--- config.mk ---
export PLATFORM = sky130hd
export DESIGN_NAME = running_avg_min_max_tracker_top
export DESIGN_NICKNAME = d
export VERILOG_FILES = /design/src/rtl/rammt_pkg.sv /design/src/rtl/running_avg_min_max_tracker_top.sv /design/src/rtl/rammt_ctrl.sv /design/src/rtl/rammt_dp.sv
export SDC_FILE = /design/constraint.sdc
export NUM_CORES = 1
export LEC_CHECK = 0
export ABC_AREA = 1
export BUFFER_PORTS_ARGS = -buffer_cell sky130_fd_sc_hd__buf_2
export CORE_MARGIN = 5
export CORE_UTILIZATION = 25
export CTS_CLUSTER_DIAMETER = 150
export DETAILED_ROUTE_END_ITERATION = 8
export SLEW_MARGIN = 10
export SYNTH_ARGS = -nofsm -noshare
export SYNTH_HDL_FRONTEND = slang
export SYNTH_SLANG_ARGS = --single-unit
export TNS_END_PERCENT = 5
--- constraint.sdc ---
create_clock -name clk -period 4.4 [get_ports clk]
set_input_delay 0.44 -clock clk [delete_from_list [all_inputs] [get_ports clk]]
set_output_delay 0.44 -clock clk [all_outputs]
set_load 0.05 [all_outputs]
--- src/rtl/rammt_pkg.sv ---
// Shared types and constants for the running average / minimum / maximum tracker.
// Used by the controller, the datapath and the top level. No dependencies.
package rammt_pkg;

  // Sample and result width (signed Q16.16).
  localparam int VALUE_W    = 32;
  // Width of the magnitude of the difference between a sample and the result.
  localparam int DIFF_W     = VALUE_W + 1;
  // Counter width for the divider iterations (counts down from DIFF_W).
  localparam int ITER_W     = $clog2(DIFF_W + 1);
  // Configuration register widths.
  localparam int MODE_W     = 2;
  localparam int LIMIT_W    = 16;
  localparam int CFG_IDX_W  = 2;
  localparam int CFG_DATA_W = 16;

  // Configuration register indexes.
  localparam logic [CFG_IDX_W-1:0] REG_TRACK_MODE  = 2'd0;
  localparam logic [CFG_IDX_W-1:0] REG_COUNT_LIMIT = 2'd1;

  // Tracking modes.
  localparam logic [MODE_W-1:0] MODE_AVG = 2'd0;
  localparam logic [MODE_W-1:0] MODE_MIN = 2'd1;
  localparam logic [MODE_W-1:0] MODE_MAX = 2'd2;

  // Request types.
  localparam logic REQ_ADD   = 1'b0;
  localparam logic REQ_CLEAR = 1'b1;

  // Start values of the minimum and maximum modes.
  localparam logic signed [VALUE_W-1:0] VALUE_MAX_POS = {1'b0, {(VALUE_W-1){1'b1}}};
  localparam logic signed [VALUE_W-1:0] VALUE_MAX_NEG = {1'b1, {(VALUE_W-1){1'b0}}};

  // Input request payload.
  typedef struct packed {
    logic                      req_type;
    logic signed [VALUE_W-1:0] sample;
  } in_req_t;

  // Result payload.
  typedef struct packed {
    logic signed [VALUE_W-1:0] tracked_value;
    logic                      is_valid;
  } out_rsp_t;

  // Controller states.
  typedef enum logic [1:0] {
    ST_IDLE,
    ST_DIV,
    ST_DONE
  } ctl_state_t;

  // Commands from the controller to the datapath.
  typedef struct packed {
    logic ld_item;
    logic div_step;
    logic commit;
  } ctl_cmd_t;

  // Status from the datapath to the controller.
  typedef struct packed {
    logic needs_div;
    logic div_last;
    logic out_busy;
  } dp_sts_t;

endpackage

--- src/rtl/running_avg_min_max_tracker_top.sv ---
// Running average / minimum / maximum tracker, top level.
// An average-mode add request is loaded, runs the radix-2 divider for one quotient bit per
// iteration and is committed; other requests are loaded and committed. A commit waits while
// the previous result is still stalled at the output. One request is in progress at a time:
// the input stalls until its result is committed. Synchronous active-low reset clears the mode,
// the limit, the result and the count to zero; no clearing pass is needed.
module running_avg_min_max_tracker_top import rammt_pkg::*; #(
  parameter int COUNT_BITS = 16
) (
  input  logic                  clk,
  input  logic                  rst_n,
  input  logic                  in_valid,
  output logic                  in_stall,
  input  in_req_t               in_data,
  output logic                  out_valid,
  input  logic                  out_stall,
  output out_rsp_t              out_data,
  input  logic                  cfg_valid,
  output logic                  cfg_ready,
  input  logic [CFG_IDX_W-1:0]  cfg_index,
  input  logic [CFG_DATA_W-1:0] cfg_data
);

  ctl_cmd_t cmd;
  dp_sts_t  sts;

  // Configuration writes are taken at any time.
  assign cfg_ready = 1'b1;

  // Controller.
  rammt_ctrl u_ctrl (
    .clk      (clk),
    .rst_n    (rst_n),
    .in_valid (in_valid),
    .sts      (sts),
    .cmd      (cmd),
    .in_stall (in_stall)
  );

  // Datapath.
  rammt_dp #(
    .COUNT_BITS (COUNT_BITS)
  ) u_dp (
    .clk       (clk),
    .rst_n     (rst_n),
    .in_data   (in_data),
    .cfg_valid (cfg_valid && cfg_ready),
    .cfg_index (cfg_index),
    .cfg_data  (cfg_data),
    .out_stall (out_stall),
    .cmd       (cmd),
    .sts       (sts),
    .out_valid (out_valid),
    .out_data  (out_data)
  );

`ifndef SYNTHESIS
  // One request at a time: after an accepted request the input stalls.
  a_one_in_flight: assert property (@(posedge clk) disable iff (!rst_n)
    (in_valid && !in_stall) |=> in_stall)
    else $error("request accepted while another is in progress");

  // A result is never committed over one that is still waiting.
  a_no_overwrite: assert property (@(posedge clk) disable iff (!rst_n)
    cmd.commit |-> !(out_valid && out_stall))
    else $error("result committed while output is stalled");

  // A new result shows only after a commit.
  a_out_from_commit: assert property (@(posedge clk) disable iff (!rst_n)
    $rose(out_valid) |-> $past(cmd.commit))
    else $error("output valid without a commit");

  // Loading happens only on an accepted request.
  a_load_on_accept: assert property (@(posedge clk) disable iff (!rst_n)
    cmd.ld_item |-> (in_valid && !in_stall))
    else $error("item loaded without an accepted request");
`endif

endmodule

--- src/rtl/rammt_ctrl.sv ---
// Controller state machine for the tracker: sequences load, divide and commit.
// Depends on rammt_pkg for the state, command and status types.
module rammt_ctrl import rammt_pkg::*; (
  input  logic     clk,
  input  logic     rst_n,
  input  logic     in_valid,
  input  dp_sts_t  sts,
  output ctl_cmd_t cmd,
  output logic     in_stall
);

  ctl_state_t state_r, state_nxt;

  // State register.
  always_ff @(posedge clk) begin
    if (!rst_n) begin
      state_r <= ST_IDLE;
    end else begin
      state_r <= state_nxt;
    end
  end

  // Next state.
  always_comb begin
    state_nxt = state_r;
    case (state_r)
      ST_IDLE: begin
        if (in_valid) begin
          state_nxt = sts.needs_div ? ST_DIV : ST_DONE;
        end
      end
      ST_DIV: begin
        if (sts.div_last) begin
          state_nxt = ST_DONE;
        end
      end
      ST_DONE: begin
        if (!sts.out_busy) begin
          state_nxt = ST_IDLE;
        end
      end
      default: state_nxt = ST_IDLE;
    endcase
  end

  // Outputs.
  always_comb begin
    cmd      = '0;
    in_stall = 1'b1;
    case (state_r)
      ST_IDLE: begin
        in_stall    = 1'b0;
        cmd.ld_item = in_valid;
      end
      ST_DIV: begin
        cmd.div_step = 1'b1;
      end
      ST_DONE: begin
        cmd.commit = !sts.out_busy;
      end
      default: begin
        in_stall = 1'b1;
      end
    endcase
  end

endmodule

--- src/rtl/rammt_dp.sv ---
// Datapath for the tracker: configuration registers, state, a radix-2 restoring
// divider, the update logic and the result register. Depends on rammt_pkg.
module rammt_dp import rammt_pkg::*; #(
  parameter int COUNT_BITS = 16
) (
  input  logic                  clk,
  input  logic                  rst_n,
  input  in_req_t               in_data,
  input  logic                  cfg_valid,
  input  logic [CFG_IDX_W-1:0]  cfg_index,
  input  logic [CFG_DATA_W-1:0] cfg_data,
  input  logic                  out_stall,
  input  ctl_cmd_t              cmd,
  output dp_sts_t               sts,
  output logic                  out_valid,
  output out_rsp_t              out_data
);

  localparam int CMP_W = (COUNT_BITS > LIMIT_W) ? COUNT_BITS : LIMIT_W;
  localparam int REM_W = COUNT_BITS + 1;
  localparam int SUM_W = VALUE_W + 2;

  logic [MODE_W-1:0]         track_mode_r;
  logic [LIMIT_W-1:0]        count_limit_r;
  logic signed [VALUE_W-1:0] running_value_r, running_value_nxt;
  logic [COUNT_BITS-1:0]     sample_count_r, sample_count_nxt;

  logic                      req_clear_r;
  logic signed [VALUE_W-1:0] sample_r;
  logic                      d_neg_r;
  logic [DIFF_W-1:0]         quo_r;
  logic [REM_W-1:0]          rem_r;
  logic [ITER_W-1:0]         iter_r;

  logic                      out_valid_r;
  out_rsp_t                  out_data_r;

  logic signed [DIFF_W-1:0]  diff;
  logic [DIFF_W-1:0]         diff_mag;
  logic [REM_W-1:0]          divisor;
  logic [REM_W:0]            rem_shift;
  logic [REM_W:0]            rem_sub;
  logic                      rem_ge;
  logic signed [SUM_W-1:0]   quo_signed;
  logic signed [SUM_W-1:0]   avg_base;
  logic signed [SUM_W-1:0]   avg_fixed;
  logic                      count_inc;

  // Configuration writes; indexes beyond the list are ignored.
  always_ff @(posedge clk) begin
    if (!rst_n) begin
      track_mode_r  <= MODE_AVG;
      count_limit_r <= '0;
    end else if (cfg_valid) begin
      case (cfg_index)
        REG_TRACK_MODE:  track_mode_r  <= cfg_data[MODE_W-1:0];
        REG_COUNT_LIMIT: count_limit_r <= cfg_data[LIMIT_W-1:0];
        default: ;
      endcase
    end
  end

  // Difference between the new sample and the current result, as sign and magnitude.
  assign diff     = {in_data.sample[VALUE_W-1], in_data.sample}
                  - {running_value_r[VALUE_W-1], running_value_r};
  assign diff_mag = diff[DIFF_W-1] ? -diff : diff;

  // Divisor is the sample count plus one; the count is stable while an item runs.
  assign divisor   = REM_W'(sample_count_r) + REM_W'(1);
  assign rem_shift = {rem_r, quo_r[DIFF_W-1]};
  assign rem_sub   = rem_shift - {1'b0, divisor};
  assign rem_ge    = rem_shift >= {1'b0, divisor};

  // Item capture and divider iterations.
  always_ff @(posedge clk) begin
    if (cmd.ld_item) begin
      req_clear_r <= in_data.req_type;
      sample_r    <= in_data.sample;
      d_neg_r     <= diff[DIFF_W-1];
      quo_r       <= diff_mag;
      rem_r       <= '0;
      iter_r      <= ITER_W'(DIFF_W);
    end else if (cmd.div_step) begin
      rem_r  <= rem_ge ? rem_sub[REM_W-1:0] : rem_shift[REM_W-1:0];
      quo_r  <= {quo_r[DIFF_W-2:0], rem_ge};
      iter_r <= iter_r - ITER_W'(1);
    end
  end

  // Average: result plus the truncated quotient, moved one step toward zero
  // when the sum has the opposite sign to a nonzero remainder.
  always_comb begin
    quo_signed = d_neg_r ? -SUM_W'(quo_r) : SUM_W'(quo_r);
    avg_base   = SUM_W'(running_value_r) + quo_signed;
    avg_fixed  = avg_base;
    if ((rem_r != '0) && !d_neg_r && (avg_base < 0)) begin
      avg_fixed = avg_base + SUM_W'(1);
    end else if ((rem_r != '0) && d_neg_r && (avg_base > 0)) begin
      avg_fixed = avg_base - SUM_W'(1);
    end
  end

  // Count rises while below the limit and below its own maximum.
  assign count_inc = (CMP_W'(sample_count_r) < CMP_W'(count_limit_r))
                   && (sample_count_r != {COUNT_BITS{1'b1}});

  // New state for the item.
  always_comb begin
    running_value_nxt = running_value_r;
    sample_count_nxt  = sample_count_r;
    if (req_clear_r == REQ_CLEAR) begin
      sample_count_nxt = '0;
      case (track_mode_r)
        MODE_MIN: running_value_nxt = VALUE_MAX_POS;
        MODE_MAX: running_value_nxt = VALUE_MAX_NEG;
        default:  running_value_nxt = '0;
      endcase
    end else begin
      case (track_mode_r)
        MODE_AVG: running_value_nxt = avg_fixed[VALUE_W-1:0];
        MODE_MIN: begin
          if (sample_r < running_value_r) begin
            running_value_nxt = sample_r;
          end
        end
        MODE_MAX: begin
          if (sample_r > running_value_r) begin
            running_value_nxt = sample_r;
          end
        end
        default:  running_value_nxt = running_value_r;
      endcase
      if (count_inc) begin
        sample_count_nxt = sample_count_r + COUNT_BITS'(1);
      end
    end
  end

  // Tracked state.
  always_ff @(posedge clk) begin
    if (!rst_n) begin
      running_value_r <= '0;
      sample_count_r  <= '0;
    end else if (cmd.commit) begin
      running_value_r <= running_value_nxt;
      sample_count_r  <= sample_count_nxt;
    end
  end

  // Result register; a new result loads when the previous one has been taken.
  always_ff @(posedge clk) begin
    if (!rst_n) begin
      out_valid_r <= 1'b0;
    end else if (cmd.commit) begin
      out_valid_r <= 1'b1;
    end else if (!out_stall) begin
      out_valid_r <= 1'b0;
    end
  end

  always_ff @(posedge clk) begin
    if (cmd.commit) begin
      out_data_r.tracked_value <= running_value_nxt;
      out_data_r.is_valid      <= (sample_count_nxt != '0);
    end
  end

  // Status to the controller.
  assign sts.needs_div = (in_data.req_type == REQ_ADD) && (track_mode_r == MODE_AVG);
  assign sts.div_last  = (iter_r == ITER_W'(1));
  assign sts.out_busy  = out_valid_r && out_stall;

  assign out_valid = out_valid_r;
  assign out_data  = out_data_r;

endmodule

### Word level (Yosys, flattened, before mapping)

Cells that the tools add are included.

| word-level totals | value |
|---|---|
| output and inout port bits | 36 |
| register bits | 192 |
| logic and storage cells | 85 |
| bits of input ports | 56 |

| operators by class | value |
|---|---|
| equal/unequal tests | 11 |
| reductions and logical operators | 18 |
| $lt $le $gt $ge | 6 |
| bitwise operators | 1 |
| mux-type cells | 25 |
| add/sub/neg operators | 10 |

Operator list:

| cell | number |
|---|---|
| two-way mux 32 bit | 5 |
| two-way mux 33 bit | 3 |
| case mux 32 bit (3 select lines) | 1 |
| case mux 32 bit (2 select lines) | 1 |
| adder 32 x 34 -> 34 bit | 1 |
| > comparator 34 x 1 -> 1 bit (second input constant) | 1 |
| < comparator 34 x 1 -> 1 bit (second input constant) | 1 |
| two-way mux 34 bit | 1 |
| negation 33 -> 34 bit | 1 |
| negation 33 bit | 1 |
| subtractor 32 x 32 -> 33 bit | 1 |
| adder 32 x 2 -> 32 bit (second input constant) | 1 |
| > comparator 32 bit | 1 |
| < comparator 32 bit | 1 |
| two-way mux 16 bit | 2 |
| subtractor 32 x 2 -> 32 bit (second input constant) | 1 |
| >= comparator 18 x 17 -> 1 bit | 1 |
| adder 16 x 1 -> 17 bit (second input constant) | 1 |
| two-way mux 17 bit | 1 |
| nonzero test 17 bit | 1 |
| subtractor 17 bit | 1 |
| adder 16 x 1 -> 16 bit (second input constant) | 1 |
| < comparator 16 bit | 1 |
| != test 16 bit (second input constant) | 1 |
| other kinds (17) | 40 |

### Logic depth before layout (Yosys ltp)

Gate-level depths: netlist of the first run.

| depth | value |
|---|---|
| depth after elaboration | 9 |
| depth in mapped cells | 37 |

### Modules after synthesis

Synthesis of the first run repeated with hierarchy kept, for this count alone.

| unflattened totals | value |
|---|---|
| cell total of the unflattened synthesis | 3,299 |
| area, all modules | 20,191.9 µm² |

By module, submodules not included:

| module | seq. area each (µm²) | area an instance (µm²) | cells an instance | instances |
|---|---|---|---|---|
| rammt_dp | 4,804.6 | 20,036.7 | 3,275 | 1 |
| rammt_ctrl | 40.0 | 143.9 | 22 | 1 |
| running_avg_min_max_tracker_top | 0.0 | 11.3 | 2 | 1 |

### Worst setup path before layout of the first run

OpenSTA, ideal clock, no wires.

| timing | value |
|---|---|
| path type | reg2reg |
| start point | register u_dp.quo_r[0] |
| end point | register u_dp.out_data_r (netlist bit u_dp.out_data[9]), data pin |
| data arrival time | 4.282 ns |
| slack | -0.146 ns |
| cell stages (with the launch flop) | 31 |
| path buffers | 2 |
| clock period less this slack | 4.546 ns |
| cell sequence | edfxtp_1 -> inv_1 -> ha_1 -> nand3_1 -> nor3_1 -> nand3_1 -> nor3_1 -> nand4_1 -> nor3_1 -> nand3_1 -> o21ai_0 -> o21ai_0 -> xor2_1 -> ha_1 -> a21oi_1 -> a21boi_0 -> o21ai_0 -> a21oi_1 -> nand2_1 -> xor2_1 -> nor2_1 -> nand3_1 -> nand2_2 -> nand2_2 -> buf_6 -> buf_6 -> nand3_1 -> nand3_1 -> nand3_1 -> nand2_1 -> nand2_1 |

| between the ends | value |
|---|---|
| cells in the longest elaborated chain, start to end | 9 |
| elaborated cells between the ends (all ways) | 13 |
| those cells by class | add/sub (4); order compare (2); mux (5); reduce/logical (2) |

RTL lines:

| what | RTL line | RTL |
|---|---|---|
| start: declaration | rammt_dp.sv:31 | `logic [DIFF_W-1:0] quo_r;` |
| start signal: assignment | rammt_dp.sv:80 | `quo_r <= diff_mag;` |
| start signal: assignment | rammt_dp.sv:85 | `quo_r <= {quo_r[DIFF_W-2:0], rem_ge};` |
| negation 33 -> 34 bit | rammt_dp.sv:93 | `quo_signed = d_neg_r ? -SUM_W'(quo_r) : SUM_W'(quo_r);` |
| two-way mux 34 bit * | rammt_dp.sv:93 |  |
| adder 32 x 34 -> 34 bit * | rammt_dp.sv:94 | `avg_base = SUM_W'(running_value_r) + quo_signed;` |
| > comparator 34 x 1 -> 1 bit | rammt_dp.sv:98 | `end else if ((rem_r != '0) && d_neg_r && (avg_base > 0)) begin` |
| logical AND 1 bit | rammt_dp.sv:98 |  |
| two-way mux 32 bit | rammt_dp.sv:98 |  |
| two-way mux 32 bit * | rammt_dp.sv:96 | `if ((rem_r != '0) && !d_neg_r && (avg_base < 0)) begin` |
| case mux 32 bit (3 select lines) * | rammt_dp.sv:119 | `case (track_mode_r)` |
| two-way mux 32 bit * | rammt_dp.sv:111 | `if (req_clear_r == REQ_CLEAR) begin` |
| named net u_dp.running_value_nxt[8] | rammt_dp.sv:25 | `logic signed [VALUE_W-1:0] running_value_r, running_value_nxt;` |
| end: declaration | rammt_dp.sv:36 | `out_rsp_t out_data_r;` |

Mark *: on every way through the listed nets, which the timed path passes. The rest lies on a longest branch.
A chain may end at the register's enable or synchronous reset.

### Worst setup path in the final report of the first run

| timing | value |
|---|---|
| start point | register u_dp.quo_r[0] |
| end point | register u_dp.out_data_r (netlist bit u_dp.out_data[29]), data pin |

The elaborated chain is that of the path after synthesis.

==> results of run 1 <==
[layout make-up]
class                   instances  area (µm²)  area share
repair buffers                351        2556      0.1077
diodes                          2       5.005   0.0002108
clock buffers                  17       425.4     0.01792
multi-input cells            2399       12830      0.5404
flip-flops and latches        192        4845      0.2041
clock inverters                15       242.7     0.01023
well taps                    1030        1289     0.05429
inverters                     409        1546     0.06515
[routing by layer]
metal	global-route usage	part of all wire	up-vias
met3	0.03592	0.072	91
met4	0.04149	0.022	0
met2	0.2564	0.43	688
met1	0.2392	0.47	9652
li1	-	-	10750
met5	0	0	-
[worst max-delay path: cells and delay by family, from the launching register on]
family	cells	cell delay (ns)
and+or+nand+nor	27	3.07
adders and majority gates	2	0.47
buffers and inverters	4	0.51
xor gates and xnor gates	1	0.09
DFF	1	0.40
[through the flow]
stage / hold WS [ns] / cells
5_1_grt: 0.1035 / 4413
4_1_cts: 0.09498 / 4409
2_1_floorplan: 0.4331 / 3094
6_report: 0.1369 / 4415
3_3_place_gp: 0.4492 / 4364
3_5_place_dp: 0.4544 / 4364
[state kept, by name (all words and copies together), names as in the netlist]
register	flops
u_dp.sample_r	32
u_dp.sample_count_r	16
u_dp.req_clear_r	1
u_dp.count_limit_r	16
u_dp.out_valid	1
u_dp.d_neg_r	1
u_ctrl.state_r	2
u_dp.rem_r	17
u_dp.quo_r	33
u_dp.running_value_r	32
u_dp.out_data	33
u_dp.iter_r	6
u_dp.track_mode_r	2
[layout by cell type, fill, tap and decap left out, types with 11 or more instances in the layout]
master and n:
nand2_1 832, inv_1 383, nor2_1 298, nand3_1 251, buf_4 246, o21ai_0 222
a21oi_1 219, ha_1 137, edfxtp_1 100, dfxtp_1 92, buf_2 90, xor2_1 70
nand4_1 57, nand2_2 37, nor3_1 32, xnor2_1 28, nor2_2 22, o211ai_1 21
inv_2 20, clkbuf_16 17, nand3_2 16, nand3b_1 15, a21oi_2 13, nor4_1 13
o21ai_1 12, nor3_2 12, or2_2 11
[worst max-delay path by stage]
stage | to | start | slack, ns | depth (start not counted)
2_1_floorplan | u_dp.out_data[9] | u_dp.quo_r[0] | 0.004 | 30
3_3_place_gp | u_dp.out_data[30] | u_dp.quo_r[0] | -0.72 | 33
3_5_place_dp | u_dp.out_data[30] | u_dp.quo_r[0] | -0.75 | 33
4_1_cts | u_dp.out_data[15] | u_dp.quo_r[0] | -0.53 | 34
5_1_grt | u_dp.running_value_r[27] | u_dp.quo_r[0] | -0.96 | 37
6_report | u_dp.out_data[29] | u_dp.quo_r[0] | -0.45 | 34
[power groups by stage]
stage	Combinational [mW]	Sequential [mW]	Clock, mW
after floorplan	5.89	2.74	0
after global placement	9.70	2.67	0
after detailed placement	9.75	2.66	0
after CTS	10.1	2.63	1.86
after global routing	11.6	2.68	1.92
final	10.4	2.64	1.81
[logic make-up (layout without fill, tap and decap cells)]
group	count (synthesis)	count (layout)
and+or+nand+nor	1616	1616
AOI/OAI and AO/OA	538	538
buffers and inverters	503	792
DFF	192	192
adders and majority gates	143	143
xor gates and xnor gates	101	101
other	1	3
[repair_timing]
action,in CTS,in global routing
endpoints found under the setup margin,64,71
resized for setup,88,44
gates cloned,3,0
pin swaps,41,18
buffers inserted,10,4
==> metrics.md, run 1 <==
| Metric | Value |
|---|---|
| Core area | `75950 µm²` |
| CTS buffer count | `17` |
| Starting Density | `0.2525` |
| Hold path start | `in_data[7]` |
| Crit Path Max Fanout | `5` |
| Drt pass-1 iters | `6` |
| # setup viols final | `64` |
| Sw Ratio | `0.5157` |
| Post-synth EDFFs | `100` |
| Total detailed-routing wirelength | `70360 µm` |
| Reg2reg setup slack | `-0.45 ns` |
| Flop pwr share | `0.177` |
| Ys Warns | `0` |
| Nets@finish | `3569` |
| Yosys top cell area share | `0.1685` |
| Post-synthesis simple-gate area fraction | `0.3558` |
| Place WS | `-0.7478 ns` |
| First-pass GRT wire length | `108900 µm` |
| Reg2reg path depth | `34` |
| Biggest area consumer among synthesized cells | `nand2_1` |
| Setup slack after layout | `-0.4473 ns` |
| Synth Area in XOR/XNOR | `0.04612` |
| Internal | `7.212 mW` |
| FF-to-FF Start | `u_dp.quo_r[0]` |
| Crit Path Class | `flop to flop` |
| Post-route antenna net violation count | `0` |
| Hold EP | `u_dp.sample_r[7]` |
| Synth Area in Compound Gates | `0.1500` |
| DRC | `0` |
| Top-count cell post-synth | `nand2_1` |
| Hold Path Depth | `1` |
| Slew margin rel. | `0.2626` |
| Area growth syn-to-layout | `23.77%` |
| Die width | `287.0 µm` |
| Clk buf depth | `2` |
| Comb power frac | `0.701` |
| CP dominant cell by count | `nand2_1` |
| Final hold viol count | `0` |
| Synth cell types | `49` |
| NetSw | `7.681 mW` |
| Post-DP HPWL | `56910 µm` |
| WP data arrival | `5.06 ns` |
| Fillcell total | `8329` |
| Setup Total Neg Slack | `-23.59 ns` |
| Clock Pin Slew Worst Setup and Hold Paths | `0.08 ns` |
| RD Place Congestion | `0.9513` |
| Power Total | `14.89 mW` |
| Syn Nets | `3293` |
| Htree depth | `4` |
| Share of layout cells above drive strength 1 | `0.1611` |
| Hold-fix buffers, CTS | `0` |
| WL/cell | `15.94 µm` |
| Largest net degree at the start of global routing | `66` |
| Slowest-stage cell, CP | `edfxtp_1` |
| Min cycle time layout | `4.847 ns` |
| CTS tree | `built` |
| Asr flop ratio synth | `0` |
| Violated checks | `negative setup slack` |
| Main combinational cell family by area after synthesis | `simple AND/OR/NAND/NOR gates` |
| Final Slew Violations | `0` |
| Mean Syn Cell Area | `6.199 µm²` |
| Root Buffer Master | `clkbuf_16` |
| Synthesized cell area | `19180 µm²` |
| Vias in the first global route | `19440` |
| Status | `finished with violations` |
| CP Capture Type | `flop` |
| Yosys reg bits | `192` |
| HP Class | `input port to flop` |
| Vias | `21180` |
| Synth Area in Adders | `0.09447` |
| 1st-iter DRT viols | `1900` |
| Worst path required time | `4.61 ns` |
| Mux contribution to synthesized area | `0` |
| Vias per cell | `4.798` |
| Clock network fraction of total power | `0.121` |
| Total grt overflow | `0` |
| IR drop worst, VDD | `0.3930 mV` |
| CP max stage delay | `0.40 ns` |
| Dominant synthesized flop cell | `edfxtp_1` |
| Final Cell Area | `23740 µm²` |
| CP Launch Type | `flop` |
| Row count | `101` |
| LEAKAGE | `11.32 nW` |
| I/O Buffers | `90` |
| Post-synth top cells | `861 x nand2_1, 389 x inv_1, 318 x nor2_1` |
| RSZ-0062 raised after global routing | `yes` |
| Die area | `82350 µm²` |
| Clk sinks | `192` |
| Overall Global Routing Usage | `0.1672` |
| RR Endpoint | `u_dp.out_data[29]` |
| Mapped Cells | `3094` |
| Initial antenna violation count | `5` |
| I/O pins | `92` |
| Clk Latency, worst-skew pair | `0.51 ns` |
| Worst Tran Pin Value | `1.106 ns` |
| Die height | `287.0 µm` |
| Synth area leaders | `nand2_1 17%, edfxtp_1 16%, dfxtp_1 9.6%` |
| Tcrit/Tclk final | `1.102` |
| Seq/Total Area, Yosys | `0.2526` |
| Clock skew | `0.02257 ns` |
| Max-cap check violation count | `0` |
| Peak Freq | `206.3 MHz` |
| Post-DP Area | `22430 µm²` |
| Util after Layout | `0.3125` |
| Pwr Density | `627.4 nW/µm²` |
No activity file was read; power rests on OpenSTA's default activity.
==> run 2, diff against run 1 <==
CTS_BUF_LIST = sky130_fd_sc_hd__clkbuf_4 sky130_fd_sc_hd__clkbuf_8   (was default)
==> metrics.md, run 2 (synthesis gave the netlist of run 1 again) <==
| Metric | Value |
|---|---|
| Slew margin rel. | `0.2339 (-0.02871)` |
| # setup viols final | `64 (unchanged)` |
| DRT met1 WL | `33530 µm (+0.40%)` |
| CP Capture Type | `flop` |
| CP max stage delay | `0.42 ns (+0.02 ns)` |
| Post-DP HPWL | `56910 µm (unchanged)` |
| Drt pass-1 iters | `6 (unchanged)` |
| Core area | `75950 µm² (unchanged)` |
| Die height | `287.0 µm (unchanged)` |
| CTS tree | `built` |
| WL met3 | `4947 µm (-2.8%)` |
| Nets@finish | `3575 (+0.17%)` |
| Clk sinks | `192 (unchanged)` |
| CP dominant cell by count | `nand2_1` |
| Crit Path Max Fanout | `13 (+8)` |
| Row count | `101 (unchanged)` |
| Clock Pin Slew Worst Setup and Hold Paths | `0.14 ns (+0.06 ns)` |
| HP Class | `input port to flop` |
| Worst path required time | `4.70 ns (+0.09 ns)` |
| NetSw | `7.824 mW (+1.9%)` |
| Die area | `82350 µm² (unchanged)` |
| Min cycle time layout | `4.869 ns (+0.02195 ns)` |
| Most frequent cells in the layout | `797 x nand2_1, 380 x inv_1, 295 x nor2_1, 253 x buf_4, 225 x nand3_1` |
| Share of layout cells above drive strength 1 | `0.1853 (+0.02421)` |
| Clk Latency, worst-skew pair | `0.58 ns (+0.07 ns)` |
| 1st-iter DRT viols | `1725 (-9.2%)` |
| Total grt overflow | `0 (unchanged)` |
| Die width | `287.0 µm (unchanged)` |
| Highest routed metal layer | `met4` |
| Violated checks | `negative setup slack` |
| Clk buf depth | `2 (unchanged)` |
| CP Launch Type | `flop` |
| Comb power frac | `0.725 (+0.024)` |
| Post-route antenna net violation count | `0 (unchanged)` |
| Worst Tran Pin Value | `1.149 ns (+0.04306 ns)` |
| Pwr Density | `619.3 nW/µm² (-1.3%)` |
| Peak Freq | `205.4 MHz (-0.45%)` |
| Tcrit/Tclk final | `1.107 (+0.004990)` |
| Initial antenna violation count | `5 (unchanged)` |
| Setup Total Neg Slack | `-24.22 ns (-0.6318 ns)` |
| I/O pins | `92 (unchanged)` |
| Final Slew Violations | `0 (unchanged)` |
| Clock network fraction of total power | `0.096 (-0.025)` |
| Vias per cell | `4.795 (about the same)` |
| LEAKAGE | `11.37 nW (+0.42%)` |
| WP data arrival | `5.17 ns (+0.11 ns)` |
| DRC | `0 (unchanged)` |
| Place WS | `-0.7478 ns (unchanged)` |
| Final hold viol count | `0 (unchanged)` |
| Htree depth | `4 (unchanged)` |
| Internal | `6.990 mW (-3.1%)` |
| Setup slack after layout | `-0.4693 ns (-0.02195 ns)` |
| Commonest non-fill, non-tap cell in the layout | `nand2_1` |
| Crit Path Class | `flop to flop` |
| Total detailed-routing wirelength | `70600 µm (+0.34%)` |
| Vias | `21200 (+0.076%)` |
| I/O Buffers | `90 (unchanged)` |
| WL/cell | `15.97 µm (+0.21%)` |
| Clock skew | `0.02929 ns (+0.006718 ns)` |
| Slowest-stage cell, CP | `edfxtp_1` |
| Sw Ratio | `0.5282 (+0.01243)` |
| Met2 WL | `30890 µm (+1.8%)` |
| Overall Global Routing Usage | `0.1671 (about the same)` |
| Root Buffer Master | `clkbuf_8` |
| Starting Density | `0.2525 (unchanged)` |
| Max-cap check violation count | `0 (unchanged)` |
| RSZ-0062 raised after global routing | `yes` |
| Status | `finished with violations` |
| Flop pwr share | `0.179 (+0.002)` |
| Area growth syn-to-layout | `24.72%` |
| RD Place Congestion | `0.9513 (unchanged)` |
| CTS buffer count | `17 (unchanged)` |
| First-pass GRT wire length | `108900 µm (about the same)` |
| Largest net degree at the start of global routing | `66 (unchanged)` |
| IR drop worst, VDD | `0.3143 mV (-20%)` |
| Vias in the first global route | `19510 (+0.36%)` |
==> run 2: final timing paths <==
path / from / depth (start not counted) / end / slack [ns]
setup / recovery: u_dp.quo_r[0] / 31 / u_dp.out_data[30] / -0.47
hold / removal: in_data[27] / 1 / u_dp.sample_r[27] / 0.06
setup reg to reg: u_dp.quo_r[0] / 31 / u_dp.out_data[30] / -0.47
hold reg to reg: u_dp.count_limit_r[13] / 2 / u_dp.count_limit_r[13] / 0.47
==> run 2: critical path, delay by kind of cell (launching register included) <==
| kind | cells | cell delay [ns] |
|---|---|---|
| simple gates | 20 | 2.50 |
| flops | 1 | 0.42 |
| compound gates | 4 | 0.58 |
| xor+xnor | 1 | 0.15 |
| fa+ha+maj | 2 | 0.52 |
| buf+inv | 4 | 0.44 |
==> run 2: power by group through the flow <==
stage	clock (mW)	combinational (mW)	sequential, mW
after CTS	1.47	10.2	2.63
after global placement	0	9.70	2.67
final	1.42	10.7	2.65
after detailed placement	0	9.75	2.66
after global routing	1.54	11.9	2.69
after floorplan	0	5.89	2.74
==> run 2: layout make-up <==
cell class / count / area (µm²)
diodes: 2 / 5.005
clock buffers: 17 / 234.0
clock inverters: 15 / 242.7
fillers: 8310 / 52030
inverters: 409 / 1546
multi-input cells: 2399 / 13180
flip-flops and latches: 192 / 4846
well taps: 1030 / 1289
repair buffers: 357 / 2581
==> run 2: layer usage <==
metal / track usage / up-vias
met5: 0 / -
met3: 0.03791 / 77
met4: 0.03618 / 0
met2: 0.2589 / 707
li1: - / 10750
met1: 0.2377 / 9662
==> run 2: repair_timing <==
item | CTS | global route
buffers inserted | 16 | 5
hold buffers | 2 | 0
cloned | 2 | 0
gates resized for setup | 93 | 127
endpoints found under the setup margin | 64 | 71
hold endpoints to repair | 2 | 0
pin swaps | 59 | 69
==> run 2: stage by stage <==
stage / hold slack, ns / instance area [µm²] / power (mW) / std cells / util
final: 0.05648 / 23920 / 14.81 / 4421 / 0.3149
after detailed placement: 0.4544 / 22430 / 12.41 / 4364 / 0.2953
after global placement: 0.4492 / 22430 / 12.37 / 4364 / 0.2953
after floorplan: 0.4331 / 19190 / 8.625 / 3094 / -
after CTS: 0.002511 / 23410 / 14.32 / 4414 / 0.3082
after global routing: 0.007817 / 23910 / 16.11 / 4419 / 0.3149
